==> src/hw/rtl/wtdr_pkg.sv <==
// ----------------------------------------------------------------------------
// wtdr_pkg: shared definitions for the wireframe triangle rasterizer
// Widths, command and edge codes, and the sequencer state type.
// ----------------------------------------------------------------------------
package wtdr_pkg;

    localparam int COORD_BITS_DEF = 10;
    localparam int FRAC_BITS_DEF  = 16;
    localparam int WIDTH_BITS     = 11;
    localparam int ADDR_BITS      = 20;

    localparam logic ACT_LOAD = 1'b0;
    localparam logic ACT_STEP = 1'b1;

    localparam logic [1:0] EDGE_AB = 2'd0;
    localparam logic [1:0] EDGE_BC = 2'd1;
    localparam logic [1:0] EDGE_CA = 2'd2;

    typedef enum logic [1:0] {
        S_IDLE,
        S_SETUP,
        S_DIV,
        S_PIXEL
    } wtdr_state_t;

endpackage

==> src/hw/rtl/wtdr_cmd_if.sv <==
// ----------------------------------------------------------------------------
// wtdr_cmd_if: command channel of the wireframe triangle rasterizer
// Carries load and step commands with the three vertices of a triangle.
// ----------------------------------------------------------------------------
interface wtdr_cmd_if #(
    parameter int COORD_BITS = wtdr_pkg::COORD_BITS_DEF
) ();
    logic                  valid;
    logic                  ready;
    logic                  action;
    logic [COORD_BITS-1:0] vertex_a_x;
    logic [COORD_BITS-1:0] vertex_a_y;
    logic [COORD_BITS-1:0] vertex_b_x;
    logic [COORD_BITS-1:0] vertex_b_y;
    logic [COORD_BITS-1:0] vertex_c_x;
    logic [COORD_BITS-1:0] vertex_c_y;

    modport source (
        output valid, action, vertex_a_x, vertex_a_y, vertex_b_x, vertex_b_y,
               vertex_c_x, vertex_c_y,
        input  ready
    );

    modport sink (
        input  valid, action, vertex_a_x, vertex_a_y, vertex_b_x, vertex_b_y,
               vertex_c_x, vertex_c_y,
        output ready
    );
endinterface

==> src/hw/rtl/wtdr_pix_if.sv <==
// ----------------------------------------------------------------------------
// wtdr_pix_if: pixel channel of the wireframe triangle rasterizer
// Carries one outline pixel per beat with its framebuffer address.
// ----------------------------------------------------------------------------
interface wtdr_pix_if #(
    parameter int COORD_BITS = wtdr_pkg::COORD_BITS_DEF
) ();
    logic                           valid;
    logic                           ready;
    logic [COORD_BITS-1:0]          pixel_x;
    logic [COORD_BITS-1:0]          pixel_y;
    logic [wtdr_pkg::ADDR_BITS-1:0] pixel_address;
    logic [1:0]                     edge_number;
    logic                           last_pixel;

    modport source (
        output valid, pixel_x, pixel_y, pixel_address, edge_number, last_pixel,
        input  ready
    );

    modport sink (
        input  valid, pixel_x, pixel_y, pixel_address, edge_number, last_pixel,
        output ready
    );
endinterface

==> src/hw/rtl/wireframe_triangle_dda_rasterizer.sv <==
// ----------------------------------------------------------------------------
// wireframe_triangle_dda_rasterizer: pull-driven DDA triangle outline walker
// A load beat on cmd stores three vertices; each step beat returns the next
// outline pixel on pix. Edges a-b, b-c and c-a are walked in that order.
// Usage: cfg_we/cfg_wdata set the screen width used for pixel_address; write
// it only while the block is idle. A load beat gives no pixel. It is followed
// by the edge setup: S_SETUP forms the deltas and the length, then one shared
// restoring divider computes the x and then the y step, one quotient bit per
// cycle, so cmd.ready stays low after the load until both steps are set,
// or only in S_SETUP if the edge has zero length and the divider is skipped.
// A step beat inside an edge is accepted in S_IDLE; S_PIXEL then rounds
// the position, multiplies the row by the width and fills the output
// register, which drives pix. The step that returns the endpoint of edge
// a-b or b-c also runs the setup of the next edge; c-a ends the triangle.
// A step while no triangle is active is consumed and gives no pixel.
// pix is held in an output register, so a new command is accepted while a
// pixel waits; a pixel cycle waits until the output register is free.
// Reset clears the vertices, the walker and the width, and leaves it idle.
// ----------------------------------------------------------------------------
module wireframe_triangle_dda_rasterizer #(
    parameter int COORD_BITS = wtdr_pkg::COORD_BITS_DEF,
    parameter int FRAC_BITS  = wtdr_pkg::FRAC_BITS_DEF
) (
    input  logic                            clk,
    input  logic                            rst_n,
    input  logic                            cfg_we,
    input  logic [wtdr_pkg::WIDTH_BITS-1:0] cfg_wdata,
    wtdr_cmd_if.sink                        cmd,
    wtdr_pix_if.source                      pix
);
    import wtdr_pkg::*;

    localparam int POS_W  = COORD_BITS + FRAC_BITS + 1;
    localparam int STEP_W = FRAC_BITS + 2;
    localparam int CNT_W  = $clog2(FRAC_BITS + 1);
    localparam int PROD_W = COORD_BITS + WIDTH_BITS;
    localparam int SUM_W  = (PROD_W + 1 > ADDR_BITS) ? PROD_W + 1 : ADDR_BITS;
    localparam logic [POS_W-1:0] HALF_FIX =
        {{(POS_W - FRAC_BITS){1'b0}}, 1'b1, {(FRAC_BITS - 1){1'b0}}};

    wtdr_state_t state_reg, state_next;

    logic [COORD_BITS-1:0]    vx_reg [3];
    logic [COORD_BITS-1:0]    vy_reg [3];
    logic [COORD_BITS-1:0]    vx_next [3];
    logic [COORD_BITS-1:0]    vy_next [3];
    logic signed [POS_W-1:0]  pos_x_reg, pos_x_next, pos_y_reg, pos_y_next;
    logic signed [STEP_W-1:0] step_x_reg, step_x_next, step_y_reg, step_y_next;
    logic [COORD_BITS-1:0]    steps_left_reg, steps_left_next;
    logic [COORD_BITS-1:0]    len_reg, len_next;
    logic [COORD_BITS-1:0]    mag_y_reg, mag_y_next;
    logic                     neg_x_reg, neg_x_next, neg_y_reg, neg_y_next;
    logic [COORD_BITS:0]      rem_reg, rem_next;
    logic [FRAC_BITS:0]       quo_reg, quo_next;
    logic [CNT_W-1:0]         cnt_reg, cnt_next;
    logic                     div_y_reg, div_y_next;
    logic [1:0]               edge_reg, edge_next;
    logic                     busy_reg, busy_next;
    logic [WIDTH_BITS-1:0]    line_width_reg;

    logic                     pix_valid_reg, pix_valid_next;
    logic [COORD_BITS-1:0]    pix_x_reg, pix_x_next, pix_y_reg, pix_y_next;
    logic [ADDR_BITS-1:0]     pix_addr_reg, pix_addr_next;
    logic [1:0]               pix_edge_reg, pix_edge_next;
    logic                     pix_last_reg, pix_last_next;
    logic                     pix_load;

    logic                     cmd_fire;
    logic                     out_free;
    logic signed [COORD_BITS:0] dx, dy;
    logic [COORD_BITS-1:0]    abs_dx, abs_dy, len_calc;
    logic [COORD_BITS:0]      trial, diff;
    logic                     ge;
    logic [FRAC_BITS:0]       quo_final;
    logic signed [STEP_W-1:0] step_mag, step_val;
    logic [POS_W-1:0]         rnd_x, rnd_y;
    logic [COORD_BITS-1:0]    px_sel, py_sel;
    logic [PROD_W-1:0]        prod;
    logic [SUM_W-1:0]         addr_sum;

    assign cmd.ready = (state_reg == S_IDLE);
    assign cmd_fire  = cmd.valid && cmd.ready;
    assign out_free  = !pix_valid_reg || pix.ready;

    assign pix.valid         = pix_valid_reg;
    assign pix.pixel_x       = pix_x_reg;
    assign pix.pixel_y       = pix_y_reg;
    assign pix.pixel_address = pix_addr_reg;
    assign pix.edge_number   = pix_edge_reg;
    assign pix.last_pixel    = pix_last_reg;

    // Edge setup: slot 0 always holds the start vertex and slot 1 the end.
    assign dx     = $signed({1'b0, vx_reg[1]}) - $signed({1'b0, vx_reg[0]});
    assign dy     = $signed({1'b0, vy_reg[1]}) - $signed({1'b0, vy_reg[0]});
    assign abs_dx = dx[COORD_BITS] ? COORD_BITS'(-dx) : COORD_BITS'(dx);
    assign abs_dy = dy[COORD_BITS] ? COORD_BITS'(-dy) : COORD_BITS'(dy);
    assign len_calc = (abs_dx > abs_dy) ? abs_dx : abs_dy;

    // Shared divider: one quotient bit per cycle; the first bit is the
    // integer bit, taken without a shift.
    assign trial     = (cnt_reg == '0) ? rem_reg : {rem_reg[COORD_BITS-1:0], 1'b0};
    assign ge        = trial >= {1'b0, len_reg};
    assign diff      = trial - {1'b0, len_reg};
    assign quo_final = {quo_reg[FRAC_BITS-1:0], ge};
    assign step_mag  = $signed({1'b0, quo_final});
    assign step_val  = (div_y_reg ? neg_y_reg : neg_x_reg) ? -step_mag : step_mag;

    // Pixel datapath: round half up, or the edge endpoint, then the address.
    assign rnd_x    = pos_x_reg + HALF_FIX;
    assign rnd_y    = pos_y_reg + HALF_FIX;
    assign px_sel   = (steps_left_reg != '0) ? rnd_x[FRAC_BITS +: COORD_BITS] : vx_reg[1];
    assign py_sel   = (steps_left_reg != '0) ? rnd_y[FRAC_BITS +: COORD_BITS] : vy_reg[1];
    assign prod     = PROD_W'(py_sel) * PROD_W'(line_width_reg);
    assign addr_sum = SUM_W'(prod) + SUM_W'(px_sel);

    always_comb
    begin
        state_next      = state_reg;
        vx_next         = vx_reg;
        vy_next         = vy_reg;
        pos_x_next      = pos_x_reg;
        pos_y_next      = pos_y_reg;
        step_x_next     = step_x_reg;
        step_y_next     = step_y_reg;
        steps_left_next = steps_left_reg;
        len_next        = len_reg;
        mag_y_next      = mag_y_reg;
        neg_x_next      = neg_x_reg;
        neg_y_next      = neg_y_reg;
        rem_next        = rem_reg;
        quo_next        = quo_reg;
        cnt_next        = cnt_reg;
        div_y_next      = div_y_reg;
        edge_next       = edge_reg;
        busy_next       = busy_reg;
        pix_load        = 1'b0;
        pix_valid_next  = pix_valid_reg && !pix.ready;
        pix_x_next      = pix_x_reg;
        pix_y_next      = pix_y_reg;
        pix_addr_next   = pix_addr_reg;
        pix_edge_next   = pix_edge_reg;
        pix_last_next   = pix_last_reg;

        unique case (state_reg)
            S_IDLE:
            begin
                if (cmd_fire)
                begin
                    if (cmd.action == ACT_LOAD)
                    begin
                        vx_next[0] = cmd.vertex_a_x;
                        vy_next[0] = cmd.vertex_a_y;
                        vx_next[1] = cmd.vertex_b_x;
                        vy_next[1] = cmd.vertex_b_y;
                        vx_next[2] = cmd.vertex_c_x;
                        vy_next[2] = cmd.vertex_c_y;
                        edge_next  = EDGE_AB;
                        busy_next  = 1'b1;
                        state_next = S_SETUP;
                    end
                    else if (busy_reg)
                    begin
                        state_next = S_PIXEL;
                    end
                end
            end

            S_SETUP:
            begin
                pos_x_next      = $signed({1'b0, vx_reg[0], {FRAC_BITS{1'b0}}});
                pos_y_next      = $signed({1'b0, vy_reg[0], {FRAC_BITS{1'b0}}});
                steps_left_next = len_calc;
                len_next        = len_calc;
                mag_y_next      = abs_dy;
                neg_x_next      = dx[COORD_BITS];
                neg_y_next      = dy[COORD_BITS];
                rem_next        = {1'b0, abs_dx};
                quo_next        = '0;
                cnt_next        = '0;
                div_y_next      = 1'b0;
                step_x_next     = '0;
                step_y_next     = '0;
                state_next      = (len_calc == '0) ? S_IDLE : S_DIV;
            end

            S_DIV:
            begin
                rem_next = ge ? diff : trial;
                quo_next = quo_final;
                cnt_next = cnt_reg + 1'b1;
                if (cnt_reg == CNT_W'(FRAC_BITS))
                begin
                    cnt_next = '0;
                    quo_next = '0;
                    if (div_y_reg)
                    begin
                        step_y_next = step_val;
                        state_next  = S_IDLE;
                    end
                    else
                    begin
                        step_x_next = step_val;
                        div_y_next  = 1'b1;
                        rem_next    = {1'b0, mag_y_reg};
                    end
                end
            end

            S_PIXEL:
            begin
                if (out_free)
                begin
                    pix_load       = 1'b1;
                    pix_valid_next = 1'b1;
                    pix_x_next     = px_sel;
                    pix_y_next     = py_sel;
                    pix_addr_next  = addr_sum[ADDR_BITS-1:0];
                    pix_edge_next  = edge_reg;
                    pix_last_next  = 1'b0;
                    if (steps_left_reg != '0)
                    begin
                        pos_x_next      = pos_x_reg + POS_W'(step_x_reg);
                        pos_y_next      = pos_y_reg + POS_W'(step_y_reg);
                        steps_left_next = steps_left_reg - 1'b1;
                        state_next      = S_IDLE;
                    end
                    else if (edge_reg == EDGE_CA)
                    begin
                        pix_last_next = 1'b1;
                        busy_next     = 1'b0;
                        edge_next     = EDGE_AB;
                        state_next    = S_IDLE;
                    end
                    else
                    begin
                        vx_next[0] = vx_reg[1];
                        vy_next[0] = vy_reg[1];
                        vx_next[1] = vx_reg[2];
                        vy_next[1] = vy_reg[2];
                        vx_next[2] = vx_reg[0];
                        vy_next[2] = vy_reg[0];
                        edge_next  = edge_reg + 1'b1;
                        state_next = S_SETUP;
                    end
                end
            end

            default:
            begin
                state_next = S_IDLE;
            end
        endcase
    end

    always_ff @(posedge clk or negedge rst_n)
    begin
        if (!rst_n)
        begin
            state_reg      <= S_IDLE;
            vx_reg         <= '{default: '0};
            vy_reg         <= '{default: '0};
            pos_x_reg      <= '0;
            pos_y_reg      <= '0;
            step_x_reg     <= '0;
            step_y_reg     <= '0;
            steps_left_reg <= '0;
            cnt_reg        <= '0;
            div_y_reg      <= 1'b0;
            edge_reg       <= EDGE_AB;
            busy_reg       <= 1'b0;
            line_width_reg <= '0;
            pix_valid_reg  <= 1'b0;
        end
        else
        begin
            state_reg      <= state_next;
            vx_reg         <= vx_next;
            vy_reg         <= vy_next;
            pos_x_reg      <= pos_x_next;
            pos_y_reg      <= pos_y_next;
            step_x_reg     <= step_x_next;
            step_y_reg     <= step_y_next;
            steps_left_reg <= steps_left_next;
            cnt_reg        <= cnt_next;
            div_y_reg      <= div_y_next;
            edge_reg       <= edge_next;
            busy_reg       <= busy_next;
            pix_valid_reg  <= pix_valid_next;
            if (cfg_we)
            begin
                line_width_reg <= cfg_wdata;
            end
        end
    end

    always_ff @(posedge clk)
    begin
        len_reg   <= len_next;
        mag_y_reg <= mag_y_next;
        neg_x_reg <= neg_x_next;
        neg_y_reg <= neg_y_next;
        rem_reg   <= rem_next;
        quo_reg   <= quo_next;
        if (pix_load)
        begin
            pix_x_reg    <= pix_x_next;
            pix_y_reg    <= pix_y_next;
            pix_addr_reg <= pix_addr_next;
            pix_edge_reg <= pix_edge_next;
            pix_last_reg <= pix_last_next;
        end
    end

    // The last pixel of a triangle always belongs to edge c-a.
    assert property (@(posedge clk) disable iff (!rst_n)
        pix.valid && pix.last_pixel |-> pix.edge_number == EDGE_CA)
        else $error("last pixel flagged outside edge c-a");

    // Any work in progress belongs to an active triangle.
    assert property (@(posedge clk) disable iff (!rst_n)
        state_reg != S_IDLE |-> busy_reg)
        else $error("sequencer active without a triangle");

    // After the integer bit, the divider remainder stays below the length.
    assert property (@(posedge clk) disable iff (!rst_n)
        state_reg == S_DIV && cnt_reg != '0 |-> rem_reg < {1'b0, len_reg})
        else $error("divider remainder out of range");

    // Emitting the final endpoint ends the triangle and flags the pixel.
    assert property (@(posedge clk) disable iff (!rst_n)
        state_reg == S_PIXEL && out_free && steps_left_reg == '0 && edge_reg == EDGE_CA
        |=> !busy_reg && pix.valid && pix.last_pixel)
        else $error("triangle did not close on its final endpoint");

endmodule
==> src/flat_wrapper.sv <==
// flat-port wrapper written by rule: the top's interface ports become plain ports
module wireframe_triangle_dda_rasterizer_flat import wtdr_pkg::*;
#(
    parameter int COORD_BITS = wtdr_pkg::COORD_BITS_DEF,
    parameter int FRAC_BITS  = wtdr_pkg::FRAC_BITS_DEF
)
  (clk, rst_n, cfg_we, cfg_wdata, cmd_valid, cmd_action, cmd_vertex_a_x, cmd_vertex_a_y, cmd_vertex_b_x, cmd_vertex_b_y, cmd_vertex_c_x, cmd_vertex_c_y, cmd_ready, pix_valid, pix_pixel_x, pix_pixel_y, pix_pixel_address, pix_edge_number, pix_last_pixel, pix_ready);
  wtdr_cmd_if #(.COORD_BITS(COORD_BITS)) cmd_i ();
  wtdr_pix_if #(.COORD_BITS(COORD_BITS)) pix_i ();
  input  logic clk;
  input  logic rst_n;
  input  logic cfg_we;
  input  logic [wtdr_pkg::WIDTH_BITS-1:0] cfg_wdata;
  input wire logic [$bits(cmd_i.valid)-1:0] cmd_valid;
  input wire logic [$bits(cmd_i.action)-1:0] cmd_action;
  input wire logic [$bits(cmd_i.vertex_a_x)-1:0] cmd_vertex_a_x;
  input wire logic [$bits(cmd_i.vertex_a_y)-1:0] cmd_vertex_a_y;
  input wire logic [$bits(cmd_i.vertex_b_x)-1:0] cmd_vertex_b_x;
  input wire logic [$bits(cmd_i.vertex_b_y)-1:0] cmd_vertex_b_y;
  input wire logic [$bits(cmd_i.vertex_c_x)-1:0] cmd_vertex_c_x;
  input wire logic [$bits(cmd_i.vertex_c_y)-1:0] cmd_vertex_c_y;
  output wire logic [$bits(cmd_i.ready)-1:0] cmd_ready;
  output wire logic [$bits(pix_i.valid)-1:0] pix_valid;
  output wire logic [$bits(pix_i.pixel_x)-1:0] pix_pixel_x;
  output wire logic [$bits(pix_i.pixel_y)-1:0] pix_pixel_y;
  output wire logic [$bits(pix_i.pixel_address)-1:0] pix_pixel_address;
  output wire logic [$bits(pix_i.edge_number)-1:0] pix_edge_number;
  output wire logic [$bits(pix_i.last_pixel)-1:0] pix_last_pixel;
  input wire logic [$bits(pix_i.ready)-1:0] pix_ready;
  assign cmd_i.valid = cmd_valid;
  assign cmd_i.action = cmd_action;
  assign cmd_i.vertex_a_x = cmd_vertex_a_x;
  assign cmd_i.vertex_a_y = cmd_vertex_a_y;
  assign cmd_i.vertex_b_x = cmd_vertex_b_x;
  assign cmd_i.vertex_b_y = cmd_vertex_b_y;
  assign cmd_i.vertex_c_x = cmd_vertex_c_x;
  assign cmd_i.vertex_c_y = cmd_vertex_c_y;
  assign cmd_ready = cmd_i.ready;
  assign pix_valid = pix_i.valid;
  assign pix_pixel_x = pix_i.pixel_x;
  assign pix_pixel_y = pix_i.pixel_y;
  assign pix_pixel_address = pix_i.pixel_address;
  assign pix_edge_number = pix_i.edge_number;
  assign pix_last_pixel = pix_i.last_pixel;
  assign pix_i.ready = pix_ready;
  wireframe_triangle_dda_rasterizer #(.COORD_BITS(COORD_BITS), .FRAC_BITS(FRAC_BITS)) u_core (.clk(clk), .rst_n(rst_n), .cfg_we(cfg_we), .cfg_wdata(cfg_wdata), .cmd(cmd_i), .pix(pix_i));
endmodule
==> config.mk <==
export PLATFORM = sky130hd
export DESIGN_NAME = wireframe_triangle_dda_rasterizer_flat
export DESIGN_NICKNAME = d
export VERILOG_FILES = /design/src/hw/rtl/wtdr_pkg.sv /design/src/hw/rtl/wtdr_cmd_if.sv /design/src/hw/rtl/wtdr_pix_if.sv /design/src/hw/rtl/wireframe_triangle_dda_rasterizer.sv /design/src/flat_wrapper.sv
export SDC_FILE = /design/constraint.sdc
export NUM_CORES = 1
export LEC_CHECK = 0
export ABC_AREA = 1
export BUFFER_PORTS_ARGS = -buffer_cell sky130_fd_sc_hd__buf_2
export CORE_ASPECT_RATIO = 1.1
export CORE_MARGIN = 2
export CORE_UTILIZATION = 55
export DETAILED_ROUTE_END_ITERATION = 6
export PLACE_DENSITY = 0.71
export SYNTH_ARGS = -nofsm -noshare
export SYNTH_HDL_FRONTEND = slang
export SYNTH_SLANG_ARGS = --single-unit
==> constraint.sdc <==
create_clock -name clk -period 20 [get_ports clk]
set_input_delay 2 -clock clk [delete_from_list [all_inputs] [get_ports clk]]
set_output_delay 2 -clock clk [all_outputs]
set_load 0.05 [all_outputs]
Yosys cells after proc, flatten, opt, wreduce, memory -nomap -nowiden:

Cells that the tools add are included.

* multiplexer cells: 72
* multipliers: 1
* add/sub/neg operators: 14
* bitwise gates (word level): 0
* equal/unequal tests: 16
* shift-type cells: 0
* reductions and logical operators: 21
* $lt $le $gt $ge: 2
* divide/modulo/power cells: 0

Operators with widths (count)
* $mux 30: 10
* $pmux 30 s2: 2
* $mux 27: 4
* $pmux 27 s2: 2
* $mux 18: 5
* $pmux 18 s2: 2
* $mux 10: 7
* $add 27x18->27: 2
* $add 26x16->26 const B: 2
* $mux 11: 4
* $pmux 16 s2: 1
* $mux 2: 13
* $pmux 11 s2: 1
* $sub 10x10->11: 2
* $add 20x10->20: 1
* $mul 10x11->20: 1
* $neg 10->10: 2
* $pmux 10 s2: 1
* $neg 17->18: 1
* $mux 16: 1
* $mux 1: 13
* $reduce_and 3->1: 4
* $reduce_and 6->1: 2
* $ge 11x10->1: 1
* 26 further kinds: 42

* memories kept: 0
* bits in writable memories: 0
* bits in latches: 0
* register bits after elaboration: 275
* input bits: 77
* output and inout port bits: 45
* bits in read-only memories: 0

Longest topological paths before layout:

Gate-level depths: netlist of the first run.

* word-level depth: 8
* gate-level depth with buffers: 36

Least setup slack after synthesis of the first run:

Ideal clock, no wire load.

* path kind: register to register
* start point: register u_core.steps_left_reg[0]
* end point: register u_core.pix_addr_reg[17], in the netlist u_core.pix.pixel_address[17] (data pin)
* stages on the path, launching flop included: 33
* slack: 13.534 ns
* arrival time: 6.206 ns
* path buffers: 1
* period minus slack after synthesis: 6.466 ns
* data required time: 19.740 ns
* cell sequence: dfrtp_1 -> inv_1 -> ha_1 -> nand2_1 -> nor2_2 -> nand2_2 -> nor3_2 -> inv_2 -> nor2_4 -> nand2_4 -> buf_2 -> o21ai_1 -> inv_1 -> nand2_1 -> fa_1 -> fa_1 -> inv_1 -> fa_1 -> fa_1 -> inv_1 -> fa_1 -> inv_1 -> ha_1 -> nand2_1 -> nor2_1 -> nand4_1 -> o211ai_1 -> nand3_1 -> o21bai_1 -> a21oi_1 -> nor2_1 -> nor2_1 -> xor2_1

* word-level cells in the longest chain between the ends: 4
* elaborated cells on any way between the ends: 5
* classes of those cells: 1 x add/sub; 1 x mul; 2 x mux; 1 x reduce/logical

Ends and longest elaborated chain
* start: declaration: RTL line wireframe_triangle_dda_rasterizer.sv:49 `logic [COORD_BITS-1:0] steps_left_reg, steps_left_next;`
* start signal: assignment: RTL line wireframe_triangle_dda_rasterizer.sv:283 `steps_left_reg <= steps_left_next;`
* $reduce_bool 10->1: RTL line wireframe_triangle_dda_rasterizer.sv:112 `assign py_sel = (steps_left_reg != '0) ? rnd_y[FRAC_BITS +: COORD_BITS] : vy_reg[1];`
* $mux 10: RTL line wireframe_triangle_dda_rasterizer.sv:112
* via u_core.py_sel[8]: RTL line wireframe_triangle_dda_rasterizer.sv:77 `logic [COORD_BITS-1:0] px_sel, py_sel;`
* $mul 10x11->20: RTL line wireframe_triangle_dda_rasterizer.sv:113 `assign prod = PROD_W'(py_sel) * PROD_W'(line_width_reg);`
* $add 20x10->20: RTL line wireframe_triangle_dda_rasterizer.sv:114 `assign addr_sum = SUM_W'(prod) + SUM_W'(px_sel);`
* via u_core.addr_sum[17]: RTL line wireframe_triangle_dda_rasterizer.sv:79 `logic [SUM_W-1:0] addr_sum;`
* end signal: assignment: RTL line wireframe_triangle_dda_rasterizer.sv:308 `pix_addr_reg <= pix_addr_next;`
* end: declaration: RTL line wireframe_triangle_dda_rasterizer.sv:63 `logic [ADDR_BITS-1:0] pix_addr_reg, pix_addr_next;`

The timed path passes the listed nets, and every way through them passes these cells.
A chain may end at the register's enable or synchronous reset.

Worst setup path in the final report of the first run:

Same ends and word-level chain as after synthesis.

==> metrics.md, run 1 <==
| Metric | Value |
|---|---|
| Slew @ Worst Pin | `1.10 ns` |
| Antenna violations before repair | `0` |
| Setup_tns | `0 ns` |
| CTS Buf Count | `31` |
| Worst-Skew Late Latency | `just under 0.6 ns` |
| Antenna viol nets, final | `0` |
| Achievable frequency | `between 100 and 150 MHz` |
| Largest delay share family, worst path | `adder cells` |
| Nets | `around 3100` |
| Mapped cell area | `about 0.021 sq mm` |
| CTS root buffer | `clkbuf_16` |
| Row count | `75` |
| CP bufs+invs | `6` |
| Maximum number of pins on one net before global-route repair | `between 90 and 100` |
| WL/cell | `around 18 um` |
| YS warnings | `0` |
| Crit path depth | `31` |
| Top Ports | `~120` |
| Largest stage delay, worst path | `0.66 ns` |
| CTS hold repair buffers | `0` |
| Final Hold Viols | `0` |
| Crit Path Category | `reg2reg` |
| Starting Density | `55.5%` |
| Die height | `between 200 and 250 um` |
| Iteration-0 DRC Markers | `about 1500` |
| FF-to-FF path depth | `31` |
| CTS tree | `built` |
| Dpl hpwl | `47.2 mm` |
| Port buffer count | `121` |
| Chip width | `roughly 190 um` |
| Crit-path slowest cell | `o21ai_0` |
| Via Count | `~19000` |
| Core area | `around 0.038 sq mm` |
| DR DRC count | `0` |
| Number of enable flip-flop cells after synthesis | `~90` |
| First-pass detailed-route iteration total | `6` |
| Element type at the critical path end | `register` |
| Clock Skew | `0.0126 ns` |
| Worst slew margin | `25.7%` |
| # Post-CTS Setup Buffers | `0` |
| Tcrit/Tclk final | `36.4%` |
| First-pass GRT wire length | `between 90 and 100 mm` |
| Antenna diodes | `0` |
| Filler cells | `about 3400` |
| Maximum level of the CTS H-tree | `1` |
| Sequential fraction of the synthesis area | `between 30% and 40%` |
| Cells after Synth | `around 2700` |
| Flops & latches, synth | `273` |
| WP data arrival | `7.61 ns` |
| RSZ-0062 raised after global routing | `no` |
| Largest cells by area after synthesis | `dfrtp_1 (21%), edfxtp_1 (13%), nand2_1 (11%)` |
| Synth cell types | `56` |
| Clock-pin slew on the worst setup and hold paths | `0.07 ns` |
| Syn_area_per_cell | `7.82 sq um` |
| Critical path launch point type | `register` |
| Critical path required time | `between 20 and 25 ns` |
| Final wirelength | `60.0 mm` |
| Routability cong. | `0.929` |
| Via/cell ratio | `about 5.6` |
| Share of layout cells above drive strength 1 | `between 7 and 8%` |
| Hold crit path type | `reg2reg` |
| Area growth from synthesis to layout | `9.75%` |
| Number of max-cap violations | `0` |
| Post-route minimum period | `between 7 and 8 ns` |
| Outcome | `completed` |
| Final Slew Violations | `0` |
| Vias in the first global route | `about 18000` |
| Post-synthesis cell type with the largest combined area | `dfrtp_1` |
| Most used DFF post-synth | `dfrtp_1` |
| Net Count, Synth | `approximately 3000` |
| Hold path depth | `2` |
| Fraction of registers with async set or reset after synthesis | `around two thirds` |
| Top cell type's share of synthesized area | `between 20 and 25%` |
| Die Area | `0.0399 sq mm` |
| Post_cts resized | `0` |
| Final-report setup violation count | `0` |
| Total track usage | `a little under a third` |
| Overflow after GRT | `0` |
| CTS Sinks | `~270` |
| CP max FO | `35` |
| CTS Buffer Depth | `3` |
## synth_stat cells, types with 44 or more instances
library cell	count
o211ai_1	86
ha_1	159
fa_1	84
nand2_1	619
o21ai_1	73
inv_1	442
edfxtp_1	92
clkbuf_1	44
a21oi_1	137
nor2_1	195
nand3_1	123
xor2_1	53
dfrtp_1	181
o21ai_0	196
## layer usage
metal	GRT usage [%]	vias to the layer above	wire, um
met4	11.8	0	2380
li1	-	9027	-
met3	3.31	135	3280
met2	52.3	603	29000
met5	0	-	0
met1	39.4	8787	25300
## metrics by stage
| step | hold slack, ns | worst slack [ns] | std cells | cell area (sq um) | util [%] |
|---|---|---|---|---|---|
| floorplan | 0.425 | 13.53 | 2697 | 21100 | - |
| global placement | 0.469 | 12.94 | 3254 | 22100 | 58.1 |
| detailed placement | 0.474 | 12.75 | 3254 | 22100 | 58.1 |
| CTS | 0.490 | 12.74 | 3312 | 23100 | 60.9 |
| global route | 0.515 | 12.16 | 3312 | 23100 | 60.9 |
| finish | 0.487 | 12.73 | 3312 | 23100 | 60.9 |
## placed cells by master, fill, tap and decap left out, drive strengths merged, types with 3 or more instances in the layout
| cell type | n |
|---|---|
| clkbuf | 39 |
| clkinvlp | 3 |
| o21bai | 14 |
| nand3b | 4 |
| xnor2 | 20 |
| or2 | 7 |
| inv | 451 |
| o211ai | 86 |
| clkinv | 12 |
| dfrtp | 181 |
| a21oi | 139 |
| o31ai | 4 |
| nor4 | 8 |
| nor2 | 200 |
| ha | 159 |
| buf | 131 |
| a31oi | 11 |
| a21o | 8 |
| a22o | 4 |
| bufinv | 5 |
| o21ai | 271 |
| nand3 | 123 |
| o22ai | 6 |
| edfxtp | 92 |
| fa | 84 |
| o21a | 5 |
| nand4 | 23 |
| nand2 | 623 |
| nor3 | 26 |
| xor2 | 53 |
| a211oi | 3 |
## tightest hold or removal path: stages, from the launching register on
cell	delay, ns
dfrtp_1	0.34
nand2_1	0.05
nand2_1	0.06
## path summary, 6_finish.rpt
check | slack (ns) | end | startpoint
setup / recovery | 12.73 | u_core.pix.pixel_address[17]$_DFFE_PP_ | u_core.steps_left_reg[0]$_DFFE_PN0P_
hold / removal | 0.49 | u_core.pos_x_reg[12]$_DFFE_PN0P_ | u_core.pos_x_reg[12]$_DFFE_PN0P_
setup reg to reg | 12.73 | u_core.pix.pixel_address[17]$_DFFE_PP_ | u_core.steps_left_reg[0]$_DFFE_PN0P_
hold reg to reg | 0.49 | u_core.pos_x_reg[12]$_DFFE_PN0P_ | u_core.pos_x_reg[12]$_DFFE_PN0P_
max in group asynchronous | 17.36 | u_core.steps_left_reg[4]$_DFFE_PN0P_ | rst_n
min in group asynchronous | 1.37 | u_core.vx_reg[1]$_DFFE_PN0P_ | rst_n
## cell type report
type | instances | area (sq um) | share of cell area (%)
clock buffers | 38 | 812 | 3.51
clock inverters | 20 | 249 | 1.08
inverters | 451 | 1690 | 7.31
multi-input cells | 1898 | 11800 | 50.9
flip-flops and latches | 273 | 7290 | 31.5
well taps | 500 | 626 | 2.70
repair buffers | 132 | 697 | 3.01
## kinds of logic after synthesis
family                   after synthesis  share of synthesized area (%)
adder cells (fa/ha/maj)              243                           17.4
buffers and inverters                526                           9.73
AND/OR/NAND/NOR                     1017                           19.9
flip-flops                           273                           34.6
XOR/XNOR                              73                           3.03
AO/OA/AOI/OAI                        565                           15.4
Power of run 1 is left out: the tool's default activity adds up to more than one toggle a clock period on the data nets, which glitch-free logic cannot reach.
==> run 2: changes to the inputs <==
ABC_AREA = 0   (was 1)
PLACE_DENSITY = 0.74   (was 0.71)
clock period = 6.4 ns   (was 20 ns; I/O delays follow)
==> run 2 against run 1 <==
  * The flow now finishes with violations (negative setup slack)
  * Fmax rose by 11%
  * Final area rose by 3.7%
  * Critical path depth fell by 6
  * Wire length fell by 11%
  * Cell count fell by 13%
  * Via count fell by 9.8%
  * Highest routed layer is now met5
==> metrics.md, run 2 <==
| Metric | Value |
|---|---|
| Routability cong. | `0.915` |
| Fraction of registers with async set or reset after synthesis | `between 60% and 70%` |
| Dpl hpwl | `slightly below 40 mm` |
| CTS Sinks | `273` |
| Routed wl met2 | `roughly 26 mm` |
| Antenna diodes | `0` |
| Final Hold Viols | `0` |
| Sequential fraction of the synthesis area | `a little over a third` |
| CP bufs+invs | `7` |
| Final wirelength | `approximately 54 mm` |
| Number of max-cap violations | `0` |
| DRT met1 WL | `about 22 mm` |
| CTS tree | `built` |
| CTS Buffer Depth | `3` |
| Commonest cells after routing, fill and taps aside | `inv_1 (200), nand2_1 (192), dfrtp_1 (181), a21oi_1 (159), nor2_1 (155)` |
| Total track usage | `about 28%` |
| Antenna viol nets, final | `0` |
| Crit-path slowest cell | `or4_4` |
| Top Metal Used | `met5` |
| Core area | `0.0369 sq mm` |
| WP data arrival | `about 6.9 ns` |
| Die height | `207 um` |
| Via Count | `approximately 17000` |
| Most used DFF post-synth | `dfrtp_1` |
| Top Ports | `around 120` |
| First-pass GRT wire length | `87.1 mm` |
| Most frequent CP cell | `fa_1` |
| Via/cell ratio | `slightly below 6` |
| Final Slew Violations | `0` |
| Worst-Skew Late Latency | `0.55 ns` |
| Pre-CTS setup slack | `-0.279 ns` |
| Area growth from synthesis to layout | `16.9%` |
| Element type at the critical path end | `register` |
| Post-route minimum period | `approximately 6.6 ns` |
| Antenna violations before repair | `2` |
| Flops & latches, synth | `~270` |
| RSZ-0062 raised after global routing | `yes` |
| Hold crit path type | `in2async` |
| Die Area | `a little under 0.04 sq mm` |
| First-pass detailed-route iteration total | `7` |
| Maximum level of the CTS H-tree | `2` |
| Chip width | `between 150 and 200 um` |
| Starting Density | `55.6%` |
| Mapped cell area | `0.0205 sq mm` |
| Slew @ Worst Pin | `approximately 1.3 ns` |
| Synth cell types | `82` |
| CTS Buf Count | `34` |
| Top cell types by occurrence after synthesis | `inv_1 (218), nand2_1 (208), dfrtp_1 (181), a21oi_1 (165), ha_1 (159)` |
| Clock-pin slew on the worst setup and hold paths | `around 0.060 ns` |
| Port buffer count | `121` |
| Top-count cell post-synth | `inv_1` |
| Largest stage delay, worst path | `around 0.53 ns` |
| CTS hold repair buffers | `0` |
| Net Count, Synth | `between 2000 and 3000` |
| Vias in the first global route | `17100` |
| Overflow after GRT | `0` |
| Metal3 WL | `3.69 mm` |
| Final worst slack | `-0.174 ns` |
| Outcome | `complete, but fails checks` |
| Top cell type's share of synthesized area | `about 22%` |
| Largest cells by area after synthesis | `dfrtp_1 (22%), edfxtp_1 (13%), ha_1 (9.7%)` |
| YS warnings | `0` |
| Share of layout cells above drive strength 1 | `around a fifth` |
| Maximum number of pins on one net before global-route repair | `~120` |
| WL/cell | `between 15 and 20 um` |
| Clock Skew | `between 0.03 and 0.04 ns` |
| Failing checks | `negative setup slack` |
| DR DRC count | `0` |
| Critical path launch point type | `register` |
| Post-synthesis cell type with the largest combined area | `dfrtp_1` |
| Number of enable flip-flop cells after synthesis | `92` |
| Syn_area_per_cell | `between 9 and 10 sq um` |
| CP max FO | `4` |
| Nets | `approximately 2700` |
| Row count | `74` |
| Largest delay share family, worst path | `adder cells` |
| Cells after Synth | `between 2000 and 2500` |
| Iteration-0 DRC Markers | `1136` |
| Achievable frequency | `approximately 150 MHz` |
| Critical path required time | `between 6 and 7 ns` |
| Crit Path Category | `reg2reg` |
| CTS root buffer | `clkbuf_16` |
| Final-report setup violation count | `4` |
| Tcrit/Tclk final | `103%` |
| Worst slew margin | `11.4%` |
| Most common cell after layout, fill and taps aside | `inv_1` |
## run 2: cell types whose count changed after synthesis, sizes merged, moves of 58 or more
cell | before | now
and2 | 0 | 59
inv | 448 | 219
nand2 | 623 | 210
o211ai | 86 | 10
o21ai | 271 | 153
xnor2 | 20 | 78
mux2i | 0 | 82
## run 2: kinds of logic (layout without fill, tap and decap cells)
| logic type | Yosys count | in the layout | synth area share (%) |
|---|---|---|---|
| buffers and inverters | 309 | 512 | 5.80 |
| multiplexers | 127 | 127 | 6.55 |
| AND/OR/NAND/NOR | 630 | 630 | 14.5 |
| flip-flops | 273 | 273 | 35.5 |
| XOR/XNOR | 120 | 120 | 5.12 |
| adder cells (fa/ha/maj) | 243 | 243 | 17.9 |
| AO/OA/AOI/OAI | 489 | 490 | 14.6 |
## run 2: stage by stage
| stage | TNS [ns] | util, % | hold WS (ns) | cell area (sq um) | instances |
|---|---|---|---|---|---|
| after floorplan | -0.00244 | - | 0.344 | 20600 | 2191 |
| after global placement | -0.460 | 59.7 | 0.472 | 22100 | 2793 |
| after detailed placement | -1.24 | 59.7 | 0.470 | 22100 | 2793 |
| after CTS | -0.0467 | 64.3 | 0.171 | 23700 | 2878 |
| after global routing | -1.82 | 64.9 | 0.204 | 24000 | 2889 |
| final | -0.430 | 64.9 | 0.155 | 24000 | 2889 |
## run 2: worst paths after layout
kind                                                       from                                     end  slack [ns]  cells past startpoint
max in group asynchronous                                 rst_n            u_core.vy_reg[1]$_DFFE_PN0P_        5.09                      2
max                        u_core.steps_left_reg[3]$_DFFE_PN0P_  u_core.pix.pixel_address[19]$_DFFE_PP_       -0.17                     25
min in group clk                                   cfg_wdata[7]    u_core.line_width_reg[7]$_DFFE_PN0P_        0.35                      2
max reg2reg                u_core.steps_left_reg[3]$_DFFE_PN0P_  u_core.pix.pixel_address[19]$_DFFE_PP_       -0.17                     25
min reg2reg                      u_core.edge_reg[0]$_DFFE_PN0P_     u_core.pix.edge_number[0]$_DFFE_PP_        0.48                      0
min                                                       rst_n        u_core.step_y_reg[0]$_DFFE_PN0P_        0.16                      1
## run 2: area by class of cell
| cell class | count | area [sq um] |
|---|---|---|
| clock buffer | 45 | 975 |
| tap | 494 | 618 |
| clock inverter | 16 | 145 |
| multi-input combinational | 1610 | 12600 |
| timing repair buffer | 232 | 1570 |
| sequential | 273 | 7290 |
| inverter | 219 | 822 |
| fill | 2883 | 12900 |
## run 2: metal layers
metal	global-route usage, %	vias up
li1	-	7945
met1	35.6	8110
met3	5.90	133
met4	12.4	4
met2	47.2	547
met5	0	-
## run 2: timing repair
item | 4_1_cts | 5_1_grt
pin swaps | 57 | 26
buffers inserted | 21 | 11
cloned | 3 | 0
endpoints found under the setup margin | 7 | 8
gates resized for setup | 94 | 48
endpoints found under the hold margin | 0 | 0
Power of run 2 is left out for the same reason.
==> run 3: changes to the inputs <==
GPL_TIMING_DRIVEN = 0   (was default)
==> run 3 against run 2 <==
  * Non-clock buffer count increased by 47
  * The flow still finishes with violations (negative setup slack)
  * First-iteration DRC count rose by 23%
  * Cell count grew 1.5%
  * Register-to-register slack lost 0.10 ns
  * Wire length up 6.5%
  * Via count is 4.1% higher
  * Clock-buffer cell count decreased by 9
==> metrics.md, run 3 (synthesized netlist as in run 2, its figures left out) <==
| Metric | Value |
|---|---|
| Outcome | `complete, but fails checks` |
| Failing checks | `negative setup slack` |
| CTS Sinks | `approximately 270` |
| Overflow after GRT | `0` |
| Post-route minimum period | `about 6.7 ns` |
| Via Count | `around 17000` |
| Final worst slack | `-0.279 ns` |
| Vias in the first global route | `approximately 17000` |
| Area growth from synthesis to layout | `16.9%` |
| Dpl hpwl | `between 40 and 50 mm` |
| Most frequent CP cell | `fa_1` |
| Final instance area | `0.0240 sq mm` |
| GRT busiest layer | `met2` |
| Critical path required time | `roughly 6.7 ns` |
| Maximum number of pins on one net before global-route repair | `about 110` |
| Top Ports | `approximately 120` |
| DR DRC count | `0` |
| CTS tree | `built` |
| Largest stage delay, worst path | `around 0.56 ns` |
| Antenna viol nets, final | `0` |
| Port buffer count | `about 120` |
| CTS Buf Count | `31` |
| Starting Density | `between 50 and 60%` |
| Final Hold Viols | `0` |
| Chip width | `between 150 and 200 um` |
| Final wirelength | `~57 mm` |
| Maximum level of the CTS H-tree | `1` |
| Storage cell area | `0.00729 sq mm` |
| Share of layout cells above drive strength 1 | `roughly 17%` |
| Clock Skew | `around 0.031 ns` |
| Total track usage | `~29%` |
| Worst-Skew Late Latency | `between 0.6 and 0.7 ns` |
| Filler cells | `around 2900` |
| Routability cong. | `between 0.8 and 0.9` |
| Nets | `roughly 2700` |
| Critical path launch point type | `register` |
| Multi-input logic area | `about 0.013 sq mm` |
| Worst slew margin | `9.97%` |
| Die Area | `between 0.03 and 0.04 sq mm` |
| Tcrit/Tclk final | `104%` |
| Hold crit path type | `in2reg` |
| Clock-pin slew on the worst setup and hold paths | `0.07 ns` |
| WL/cell | `around 19 um` |
| Via/cell ratio | `between 5 and 6` |
| CP max FO | `7` |
| Antenna violations before repair | `0` |
| Number of max-cap violations | `0` |
| Die height | `around 210 um` |
| Commonest cells after routing, fill and taps aside | `inv_1 (209), nand2_1 (196), dfrtp_1 (181), a21oi_1 (160), nor2_1 (154)` |
| Row count | `74` |
| Final-report setup violation count | `7` |
| Crit Path Category | `reg2reg` |
| Final Slew Violations | `0` |
| CP bufs+invs | `8` |
| Largest delay share family, worst path | `adder cells` |
| WP data arrival | `7.01 ns` |
| Element type at the critical path end | `register` |
| Global Route met3 Usage | `roughly 3.5%` |
| First-pass detailed-route iteration total | `5` |
| First-pass GRT wire length | `around 90 mm` |
| Core area | `about 0.037 sq mm` |
| RSZ-0062 raised after global routing | `yes` |
| Crit-path slowest cell | `fa_1` |
| Grt met2 use | `approximately half` |
| CTS root buffer | `clkbuf_16` |
| Achievable frequency | `around 150 MHz` |
| Setup_tns | `-1.55 ns` |
| Pre-CTS setup slack | `-0.879 ns` |
| Most common cell after layout, fill and taps aside | `inv_1` |
| Slew @ Worst Pin | `1.34 ns` |
| Iteration-0 DRC Markers | `1401` |
| CTS Buffer Depth | `3` |
| Antenna diodes | `0` |
| Routing usage on met1 | `38.9%` |
| Placed Area | `roughly 0.022 sq mm` |
## run 3: final timing paths
kind | cells after the start | startpoint | endpoint | slack (ns)
setup / recovery | 28 | u_core.steps_left_reg[6]$_DFFE_PN0P_ | u_core.pix.pixel_address[19]$_DFFE_PP_ | -0.28
hold / removal | 2 | cfg_wdata[0] | u_core.line_width_reg[0]$_DFFE_PN0P_ | 0.29
setup reg to reg | 28 | u_core.steps_left_reg[6]$_DFFE_PN0P_ | u_core.pix.pixel_address[19]$_DFFE_PP_ | -0.28
hold reg to reg | 0 | u_core.edge_reg[0]$_DFFE_PN0P_ | u_core.pix.edge_number[0]$_DFFE_PP_ | 0.46
max in group asynchronous | 3 | rst_n | u_core.line_width_reg[4]$_DFFE_PN0P_ | 4.85
min in group asynchronous | 2 | rst_n | u_core.cnt_reg[2]$_DFFE_PN0P_ | 0.57
## run 3: timing repair
action,in CTS,in global routing
hold endpoints to repair,4,0
buffers inserted,48,13
cloned,4,0
gates resized for setup,106,37
endpoints found under the setup margin,12,11
pin swaps,61,33
hold buffers,1,0
## run 3: metrics by stage
step                instances  hold WS [ns]  util, %
finish                   2932         0.289     64.9
detailed placement       2808         0.439     59.3
global placement         2806         0.437     59.1
floorplan                2191         0.344        -
CTS                      2919         0.276     64.4
global route             2932         0.291     64.9
## run 3: per-layer routing
| layer | vias to the layer above | wire, um |
|---|---|---|
| met5 | - | 0 |
| met1 | 8502 | 23500 |
| met3 | 138 | 4320 |
| met2 | 737 | 27300 |
| li1 | 8046 | - |
| met4 | 0 | 2000 |
## run 3: area by class of cell
class / instances / area share (%)
Multi-Input combinational cell: 1609 / 52.2
Timing Repair Buffer: 189 / 5.07
Sequential cell: 273 / 30.4
Buffer: 90 / 1.99
Clock buffer: 36 / 3.31
Tap cell: 494 / 2.58
Clock inverter: 22 / 1.02
Inverter: 219 / 3.43
Power of run 3 is left out for the same reason.
